### src/rtl/dtdf_pkg.sv
// Package for the double to dyadic fraction unit.
// Holds constants, status codes, controller state type and the control structs.
package dtdf_pkg;

    localparam int EXPONENT_BITS_DEFAULT = 8;
    localparam logic [5:0] LIMIT_BITS_RESET = 6'd31;
    localparam logic [63:0] SIGN_BIT = 64'h8000_0000_0000_0000;
    localparam logic [63:0] ONE_BITS = 64'h3FF0_0000_0000_0000;

    typedef enum logic [1:0] {
        ST_EXACT = 2'd0,
        ST_LIMIT = 2'd1,
        ST_SATURATED = 2'd2,
        ST_INVALID = 2'd3
    } status_t;

    typedef enum logic [1:0] {
        S_IDLE,
        S_CHECK,
        S_STEP,
        S_DONE
    } state_t;

    // Commands from the controller to the datapath.
    typedef struct packed {
        logic load;
        logic step;
    } dp_cmd_t;

    // Status from the datapath to the controller.
    typedef struct packed {
        logic invalid;
        logic exact;
        logic at_limit;
        logic at_emax;
    } dp_stat_t;

endpackage

### src/rtl/dtdf_datapath.sv
// Datapath of the double to dyadic fraction unit: decode, rounding, exponent counter.
// Depends on dtdf_pkg.
module dtdf_datapath
    import dtdf_pkg::*;
#(
    parameter int EXPONENT_BITS = EXPONENT_BITS_DEFAULT
)
(
    input  logic clk,
    input  logic [63:0] value_bits,
    input  logic [5:0] limit_bits,
    input  dp_cmd_t cmd,
    output dp_stat_t stat,
    output logic [63:0] numerator,
    output logic [7:0] exponent
);

    logic [52:0] sig_reg;
    logic [11:0] shift_reg, shift_next;
    logic [11:0] exact_reg;
    logic [EXPONENT_BITS-1:0] e_reg;
    logic [63:0] num_reg, num_next;
    logic [63:0] limit_reg;
    logic invalid_reg;

    logic [63:0] mag;
    logic [10:0] bexp;
    logic [52:0] sig_in;
    logic [11:0] scale_in;
    logic [5:0] tz;
    logic [12:0] exf;
    logic bad;
    logic [11:0] e_wide;

    assign mag = value_bits & ~SIGN_BIT;
    assign bexp = mag[62:52];
    assign sig_in = (bexp == 11'd0) ? {1'b0, mag[51:0]} : {1'b1, mag[51:0]};
    assign scale_in = (bexp == 11'd0) ? 12'd1074 : (12'd1075 - {1'b0, bexp});
    assign bad = value_bits[63] ? (mag != 64'd0) : (mag > ONE_BITS);

    // Trailing zero count of the significand (zero significand handled separately).
    always_comb
    begin
        tz = 6'd0;
        for (int i = 52; i >= 0; i--)
        begin
            if (sig_in[i])
            begin
                tz = 6'(i);
            end
        end
    end

    assign exf = {1'b0, scale_in} - {7'd0, tz};

    // Rounding half away from zero of sig * 2^-shift.
    function automatic logic [63:0] round_scaled(input logic [52:0] s, input logic [11:0] sh);
        logic [52:0] q;
        logic [52:0] h;
        if (sh == 12'd0)
        begin
            return {11'd0, s};
        end
        if (sh >= 12'd54)
        begin
            return 64'd0;
        end
        q = s >> sh;
        h = s >> (sh - 12'd1);
        return {11'd0, q} + {63'd0, h[0]};
    endfunction

    assign shift_next = (cmd.load) ? scale_in : (shift_reg - 12'd1);
    assign num_next = round_scaled(cmd.load ? sig_in : sig_reg, shift_next);

    // Operand and iteration registers.
    always_ff @(posedge clk)
    begin
        if (cmd.load)
        begin
            sig_reg <= sig_in;
            shift_reg <= scale_in;
            invalid_reg <= bad;
            exact_reg <= (sig_in == 53'd0 || exf[12]) ? 12'd0 : exf[11:0];
            e_reg <= '0;
            num_reg <= bad ? 64'd0 : num_next;
            limit_reg <= (64'd1 << limit_bits) - 64'd1;
        end
        else if (cmd.step)
        begin
            shift_reg <= shift_next;
            e_reg <= e_reg + {{(EXPONENT_BITS-1){1'b0}}, 1'b1};
            num_reg <= num_next;
        end
    end

    // The exponent counter widened to the exact-exponent width.
    assign e_wide = {{(12-EXPONENT_BITS){1'b0}}, e_reg};

    assign stat.invalid = invalid_reg;
    assign stat.exact = e_wide >= exact_reg;
    assign stat.at_limit = num_reg >= limit_reg;
    assign stat.at_emax = &e_reg;
    assign numerator = num_reg;
    assign exponent = e_wide[7:0];

endmodule

### src/rtl/dtdf_ctrl.sv
// Controller of the double to dyadic fraction unit: sequences load, steps and result.
// Depends on dtdf_pkg.
module dtdf_ctrl
    import dtdf_pkg::*;
(
    input  logic clk,
    input  logic rst_n,
    input  logic in_fire,
    input  logic out_fire,
    input  dp_stat_t stat,
    output dp_cmd_t cmd,
    output logic busy,
    output logic result_valid,
    output status_t status
);

    state_t state_reg, state_next;
    status_t status_reg, status_next;

    // Next state.
    always_comb
    begin
        state_next = state_reg;
        status_next = status_reg;
        unique case (state_reg)
            S_IDLE:
            begin
                if (in_fire)
                begin
                    state_next = S_CHECK;
                end
            end
            S_CHECK, S_STEP:
            begin
                state_next = S_DONE;
                if (stat.invalid)
                begin
                    status_next = ST_INVALID;
                end
                else if (stat.exact)
                begin
                    status_next = ST_EXACT;
                end
                else if (stat.at_limit)
                begin
                    status_next = ST_LIMIT;
                end
                else if (stat.at_emax)
                begin
                    status_next = ST_SATURATED;
                end
                else
                begin
                    state_next = S_STEP;
                end
            end
            S_DONE:
            begin
                if (out_fire)
                begin
                    state_next = S_IDLE;
                end
            end
            default:
            begin
                state_next = S_IDLE;
            end
        endcase
    end

    // Outputs.
    always_comb
    begin
        cmd.load = (state_reg == S_IDLE) && in_fire;
        cmd.step = (state_next == S_STEP);
        busy = (state_reg != S_IDLE);
        result_valid = (state_reg == S_DONE);
        status = status_reg;
    end

    always_ff @(posedge clk or negedge rst_n)
    begin
        if (!rst_n)
        begin
            state_reg <= S_IDLE;
            status_reg <= ST_EXACT;
        end
        else
        begin
            state_reg <= state_next;
            status_reg <= status_next;
        end
    end

endmodule

### src/rtl/double_to_dyadic_fraction_unit.sv
// Double to dyadic fraction unit: converts a binary64 value in [0,1] to num / 2^exp.
// Throughput: one request at a time; the iteration loop does one rounding per cycle.
// Reset: rst_n asynchronous active low, clears control state; limit_bits resets to 31.
// Depends on dtdf_pkg, dtdf_ctrl and dtdf_datapath.
module double_to_dyadic_fraction_unit
    import dtdf_pkg::*;
#(
    parameter int EXPONENT_BITS = EXPONENT_BITS_DEFAULT
)
(
    input  logic clk,
    input  logic rst_n,
    input  logic s_tvalid,
    output logic s_tready,
    input  logic [63:0] s_tdata,   // value_bits[63:0]
    output logic m_tvalid,
    input  logic m_tready,
    output logic [79:0] m_tdata,   // numerator[63:0], exponent[71:64], status[73:72], zeros
    input  logic psel,
    input  logic penable,
    input  logic pwrite,
    input  logic [0:0] paddr,
    input  logic [31:0] pwdata,
    output logic [31:0] prdata,
    output logic pready
);

    logic [5:0] limit_reg;
    dp_cmd_t cmd;
    dp_stat_t stat;
    logic busy;
    status_t status;
    logic [63:0] numerator;
    logic [7:0] exponent;

    assign pready = 1'b1;
    assign prdata = {26'd0, limit_reg};

    // Configuration register.
    always_ff @(posedge clk or negedge rst_n)
    begin
        if (!rst_n)
        begin
            limit_reg <= LIMIT_BITS_RESET;
        end
        else if (psel && penable && pwrite && paddr == 1'b0)
        begin
            limit_reg <= pwdata[5:0];
        end
    end

    assign s_tready = !busy;

    dtdf_ctrl u_ctrl (
        .clk(clk), .rst_n(rst_n), .in_fire(s_tvalid && s_tready),
        .out_fire(m_tvalid && m_tready), .stat(stat), .cmd(cmd), .busy(busy),
        .result_valid(m_tvalid), .status(status)
    );

    dtdf_datapath #(.EXPONENT_BITS(EXPONENT_BITS)) u_dp (
        .clk(clk), .value_bits(s_tdata), .limit_bits(limit_reg), .cmd(cmd),
        .stat(stat), .numerator(numerator), .exponent(exponent)
    );

    assign m_tdata = {6'd0, status, exponent, numerator};

    // No new request while a result waits.
    a_no_accept_busy: assert property (@(posedge clk) disable iff (!rst_n)
        m_tvalid |-> !s_tready) else $error("accept while result pending");
    // A pending result stays stable until taken.
    a_hold: assert property (@(posedge clk) disable iff (!rst_n)
        m_tvalid && !m_tready |=> m_tvalid && $stable(m_tdata)) else $error("result changed");
    // Invalid results carry zero payload.
    a_invalid: assert property (@(posedge clk) disable iff (!rst_n)
        m_tvalid && m_tdata[73:72] == ST_INVALID |-> m_tdata[71:0] == 72'd0)
        else $error("invalid result not zero");

endmodule

### config.mk
export PLATFORM = sky130hd
export DESIGN_NAME = double_to_dyadic_fraction_unit
export DESIGN_NICKNAME = d
export VERILOG_FILES = /design/src/rtl/dtdf_pkg.sv /design/src/rtl/dtdf_datapath.sv /design/src/rtl/dtdf_ctrl.sv /design/src/rtl/double_to_dyadic_fraction_unit.sv
export SDC_FILE = /design/constraint.sdc
export NUM_CORES = 1
export LEC_CHECK = 0
export BUFFER_PORTS_ARGS = -buffer_cell sky130_fd_sc_hd__clkbuf_2
export CORE_MARGIN = 2
export CORE_UTILIZATION = 55
export CTS_BUF_LIST = sky130_fd_sc_hd__clkbuf_4 sky130_fd_sc_hd__clkbuf_8
export CTS_CLUSTER_DIAMETER = 120
export DETAILED_ROUTE_END_ITERATION = 16
export PLACE_DENSITY = 0.76
export SYNTH_ARGS = -nofsm -noshare
export SYNTH_HDL_FRONTEND = slang
export SYNTH_HIERARCHICAL = 1
export SYNTH_SLANG_ARGS = --single-unit
### constraint.sdc
create_clock -name clk -period 12.4 [get_ports clk]
set_input_delay 0 -clock clk [delete_from_list [all_inputs] [get_ports clk]]
set_output_delay 0 -clock clk [all_outputs]
set_load 0.02 [all_outputs]
# Word-level counts from Yosys, hierarchy flattened
# Index checks and enable logic that the tools add are counted.
totals:
  register_bits: 224
  wordCells: 129
classes:
  shift: 3
  mux: 81
  eq_ne: 4
  magnitude_cmp: 4
  n_bitwise: 1
  addsub: 7
  n_reduce_logical: 19
op_table:
  columns: ["cell", "count"]
  rows:
  - ["2-to-1 mux 64 bit", 7]
  - ["2-to-1 mux 6 bit", 53]
  - ["2-to-1 mux 53 bit", 2]
  - ["greater-or-equal comparator 64 bit", 1]
  - ["nonzero test 64 bit", 1]
  - ["<< shifter 1 x 6 -> 64 bit, first input constant", 1]
  - ["subtractor 64 x 1 -> 64 bit, second input constant", 1]
  - ["greater-than comparator 63 x 62 -> 1 bit, second input constant", 1]
  - ["adder 53 x 1 -> 54 bit", 1]
  - ["zero test 53 bit", 1]
  - ["right shift 53 x 12 -> 1 bit", 1]
  - ["right shift 53 x 12 -> 53 bit", 1]
  - ["2-to-1 mux 12 bit", 4]
  - ["subtractor 12 x 1 -> 12 bit, second input constant", 2]
  - ["2-to-1 mux 2 bit", 9]
  - ["subtractor 12 x 6 -> 13 bit", 1]
  - ["greater-or-equal comparator 12 x 6 -> 1 bit, second input constant", 1]
  - ["greater-or-equal comparator 8 x 12 -> 1 bit", 1]
  - ["zero test 12 bit", 1]
  - ["subtractor 11 x 11 -> 12 bit, first input constant", 1]
  - ["zero test 11 bit", 1]
  - ["adder 8 x 1 -> 8 bit, second input constant", 1]
  - ["AND reduction 8 bit", 1]
  - ["== test 2 bit, second input constant", 3]
  - ["12 further kinds", 22]

# Longest topological paths before layout
logic_depth:
  word_depth: 57
  mapped_depth: 32
  mapped_depth_nobuf: 25

# Hierarchy
# Netlist, hierarchy kept.
modules_own_cells:
  columns: ["module", "instances", "area_per_inst_um2", "seq_area_each_um2", "cells_per_inst"]
  rows:
  - ["dtdf_datapath", 1, 18093.6, 5515.3, 2155]
  - ["double_to_dyadic_fraction_unit", 1, 519.2, 156.4, 51]
  - ["dtdf_ctrl", 1, 286.5, 100.1, 33]

# Least setup slack after synthesis
# OpenSTA, ideal clock, no wires.
synth_timing:
  path_type: "register -> register"
  start: "reg u_ctrl.state_reg[0]"
  end: "reg u_dp.num_reg[34], in the netlist u_dp/numerator[34], data pin"
  t_required_ns: 12.126
  stages_incl_launch_ff: 30
  setup_time_ns: 0.274
  n_path_buf: 10
  arrival_ns: 8.654
  slack_ns: 3.472
  cell_sequence: "dfrtp_1 > inv_1 > ha_1 > inv_1 > nor2b_1 > and2_1 > buf_2 > mux2i_1 > clkbuf_1 > buf_2 > clkbuf_1 > buf_1 > clkbuf_1 > ha_1 > clkbuf_1 > clkbuf_1 > mux4_2 > mux4_2 > o21ai_0 > a21oi_1 > nor2_1 > ha_1 > ha_1 > and4_1 > clkbuf_1 > nand4_1 > buf_6 > nor4_2 > xor2_1 > o22ai_1"
synth_lines:
  columns: ["element", "line_no", "rtl"]
  rows:
  - ["start: declaration", "dtdf_ctrl.sv:17", "state_t state_reg, state_next;"]
  - ["start signal: assignment", "dtdf_ctrl.sv:90", "state_reg <= state_next;"]
  - ["end signal: assignment", "dtdf_datapath.sv:86", "num_reg <= bad ? 64'd0 : num_next;"]
  - ["end signal: assignment", "dtdf_datapath.sv:93", "num_reg <= num_next;"]
  - ["end: declaration", "dtdf_datapath.sv:22", "logic [63:0] num_reg, num_next;"]

==> results.sh <==
export IMPL_grt_overflow=0
export IMPL_slew_limit_headroom=0.0597
export IMPL_hold_viol=0
export IMPL_diodes=0
export IMPL_io_pins=219
export IMPL_ys_seq_area_frac=0.305
export IMPL_fill_cells=2885
export IMPL_synth_area_leader_cell="edfxtp_1"
export IMPL_routedWlPerCell_um=25.5
export IMPL_die_x_um=189
export IMPL_synthCells=2239
export IMPL_largest_register_ffs=64
export IMPL_drt_iter0_markers=2610
export IMPL_cts_max_path_buffers=3
export IMPL_layout_drive_gt1_share=0.151
export IMPL_setup_violations=0
export IMPL_synth_top_cells_by_area="edfxtp_1, dfxtp_1, ha_1"
export IMPL_outcome="finished clean"
export IMPL_cts_root_buf="clkbuf_8"
export IMPL_ys_seq_elements=214
export IMPL_vias_per_cell=6.72
export IMPL_die_h_um=189
export IMPL_dr_pass1_iters=7
export IMPL_start_util=0.561
export IMPL_path_cells="inv_1, ha_1, inv_1, nor2b_1, and2_4, mux2i_1, o41ai_4, buf_4, ha_1, mux4_2, mux4_2, o21ai_0, a21oi_1, nor2_1, ha_1, ha_1, and4_1, nand4_1, nor4_1, xor2_1, o22ai_1"
export IMPL_syn_avg_cell_area_um2=8.44
export IMPL_synth_cell_types=112
export IMPL_fmax_mhz=116
export IMPL_wirelength_mm=72.6
export IMPL_reg2reg_setup_slack_ns=3.76
export IMPL_holdPathEnd="u_dp/sig_reg[14]"
export IMPL_netlist_area_leader_share=0.227
export IMPL_finalCriticalPeriod_ns=8.64
export IMPL_crit_path_max_fanout=65
export IMPL_r2r_end="u_dp/numerator[46]"
export IMPL_skew_ns=0.0268
export IMPL_path_buf_inv=3
export IMPL_cp_data_arrival_time_ns=8.91
export IMPL_synth_main_ff_cell="edfxtp_1"
export IMPL_core_um2=33700
export IMPL_layout_nets=2562
export IMPL_rr_startpoint="u_ctrl/state_reg[0]"
export IMPL_max_cap_violations=0
export IMPL_yosys_warnings=6
export IMPL_grt_use_total=0.396
export IMPL_portBuffers=149
export IMPL_criticalPathCategory="flop to flop"
export IMPL_critical_path_slowest_cell="ha_1"
export IMPL_row_count=67
export IMPL_synth_most_common_cell="nor2_1"
export IMPL_rsz0062_at_grt="false"
export IMPL_dieArea_um2=35900
export IMPL_dr_total_vias=19200
export IMPL_slew_viol_final=0
export IMPL_setup_tns_ns=0
export IMPL_hold_depth=3
export IMPL_grt_pass1_vias=17900
export IMPL_cts_clk_slew_worst_paths_ns=0.06
export IMPL_grt_max_degree=83
export IMPL_max_stage_delay_ns=0.95
export IMPL_multi_input_area_um2=11700
export IMPL_dp_hpwl_mm=53.3
export IMPL_finalCritPeriodShare=0.697
export IMPL_crit_top_cell="ha_1"
export IMPL_areaGrowthSynthToFinish_pct=11.7
export IMPL_cts_buffers=39
export IMPL_critPathTopFamily="simple AND/OR/NAND/NOR gates"
export IMPL_htree_levels=2
export IMPL_drc=0
export IMPL_end_kind="flop"
export IMPL_hold_start="s_tdata[14]"
export IMPL_async_flop_share=0.0467
export IMPL_clock_sinks=214
export IMPL_r2r_cells=21
export IMPL_synth_common_cells="nor2_1, nand2_1, inv_1"
export IMPL_antenna_found_initial=0
export IMPL_cts_tree="built"
export IMPL_clk_latency_ns=0.59
export IMPL_synth_edf_count=143
export IMPL_ant_nets=0
export IMPL_tightest_slew_ns=1.40
export IMPL_grt_pass1_wl_mm=108
export IMPL_seq_area_um2=5770
export IMPL_worst_ep_required_time_ns=12.67
export IMPL_hp_class="input port to flop"
export IMPL_synth_area_um2=18900
export IMPL_cp_start_kind="flop"
export IMPL_place_gp_congestion=1.03
through the flow:
stage          instances  area (µm²)  hold WS [ns]  setup slack [ns]  utilization
2_1_floorplan       2280       19100        -0.296              3.47            -
3_3_place_gp        2722       19700       -0.0973              4.39        0.584
3_5_place_dp        2722       19700       -0.0858              4.18        0.584
4_1_cts             2852       21100       0.00225              4.13        0.626
5_1_grt             2852       21100        0.0225              3.52        0.626
6_report            2852       21100        0.0448              3.76        0.626
tightest hold or removal path: stages:
cell and delay [ns]:
clkbuf_2 0.17, mux2i_1 0.25, inv_1 0.17
logic make-up after synthesis:
kind of cell,after synthesis,share of synthesized area
DFF,214,0.305
AOI/OAI and AO/OA,616,0.224
adders and majority gates,81,0.0540
muxes,134,0.0837
other,3,0.000596
xor gates and xnor gates,85,0.0398
buffers and inverters,351,0.0843
and+or+nand+nor,755,0.208
worst max path at each step:
stage | from | end | slack, ns | cells after the start
6_report | u_ctrl/state_reg[0] | u_dp/numerator[46] | 3.76 | 21
2_1_floorplan | u_ctrl/state_reg[0] | u_dp/numerator[34] | 3.47 | 29
4_1_cts | u_ctrl/state_reg[0] | u_dp/numerator[46] | 4.13 | 22
5_1_grt | u_ctrl/state_reg[0] | u_dp/numerator[51] | 3.52 | 20
3_3_place_gp | u_ctrl/state_reg[0] | u_dp/numerator[46] | 4.39 | 22
3_5_place_dp | u_ctrl/state_reg[0] | u_dp/numerator[46] | 4.18 | 22
layout by cell type (no fill, tap or decap), drive strengths merged, types with 12 or more instances in the layout:
| master | count |
|---|---|
| mux4 | 17 |
| buf | 36 |
| nand2 | 165 |
| conb | 44 |
| a21oi | 115 |
| edfxtp | 143 |
| and2 | 14 |
| nand4 | 41 |
| nor4 | 44 |
| nor2b | 35 |
| or2 | 12 |
| nand2b | 41 |
| dfxtp | 61 |
| nand3 | 61 |
| inv | 159 |
| mux2 | 23 |
| xor2 | 42 |
| xnor2 | 43 |
| and3 | 13 |
| o211ai | 34 |
| or3 | 21 |
| or4 | 17 |
| mux2i | 94 |
| o21ai | 133 |
| nor2 | 185 |
| a211oi | 33 |
| clkbuf | 208 |
| a21o | 26 |
| o31ai | 23 |
| ha | 80 |
| nor3 | 79 |
| a31oi | 23 |
| dlygate4sd3 | 62 |
| o22ai | 64 |
timing repair:
| action | in CTS | in global routing |
|---|---|---|
| resized for setup | 0 | 0 |
| endpoints found under the hold margin | 65 | 0 |
| setup buffers | 0 | 0 |
| endpoints found under the setup margin | 0 | 0 |
| hold buffers | 62 | 0 |
area by class of cell:
class | instances | share of cell area
repair buffers | 247 | 0.0775
clock inverters | 9 | 0.00462
inverters | 160 | 0.0286
flip-flops and latches | 214 | 0.273
well taps | 448 | 0.0265
multi-input cells | 1715 | 0.555
clock buffers | 59 | 0.0346
per-layer routing:
layer / up-vias / global-route usage / wire length, µm
met5: - / 0 / 0
met3: 237 / 0.0862 / 7510
met4: 0 / 0.197 / 3830
met1: 9086 / 0.528 / 29200
li1: 8585 / - / -
met2: 1256 / 0.609 / 32100
Power is left out: the tool's default activity adds up to more than one toggle a clock period on the data nets, which glitch-free logic cannot reach.
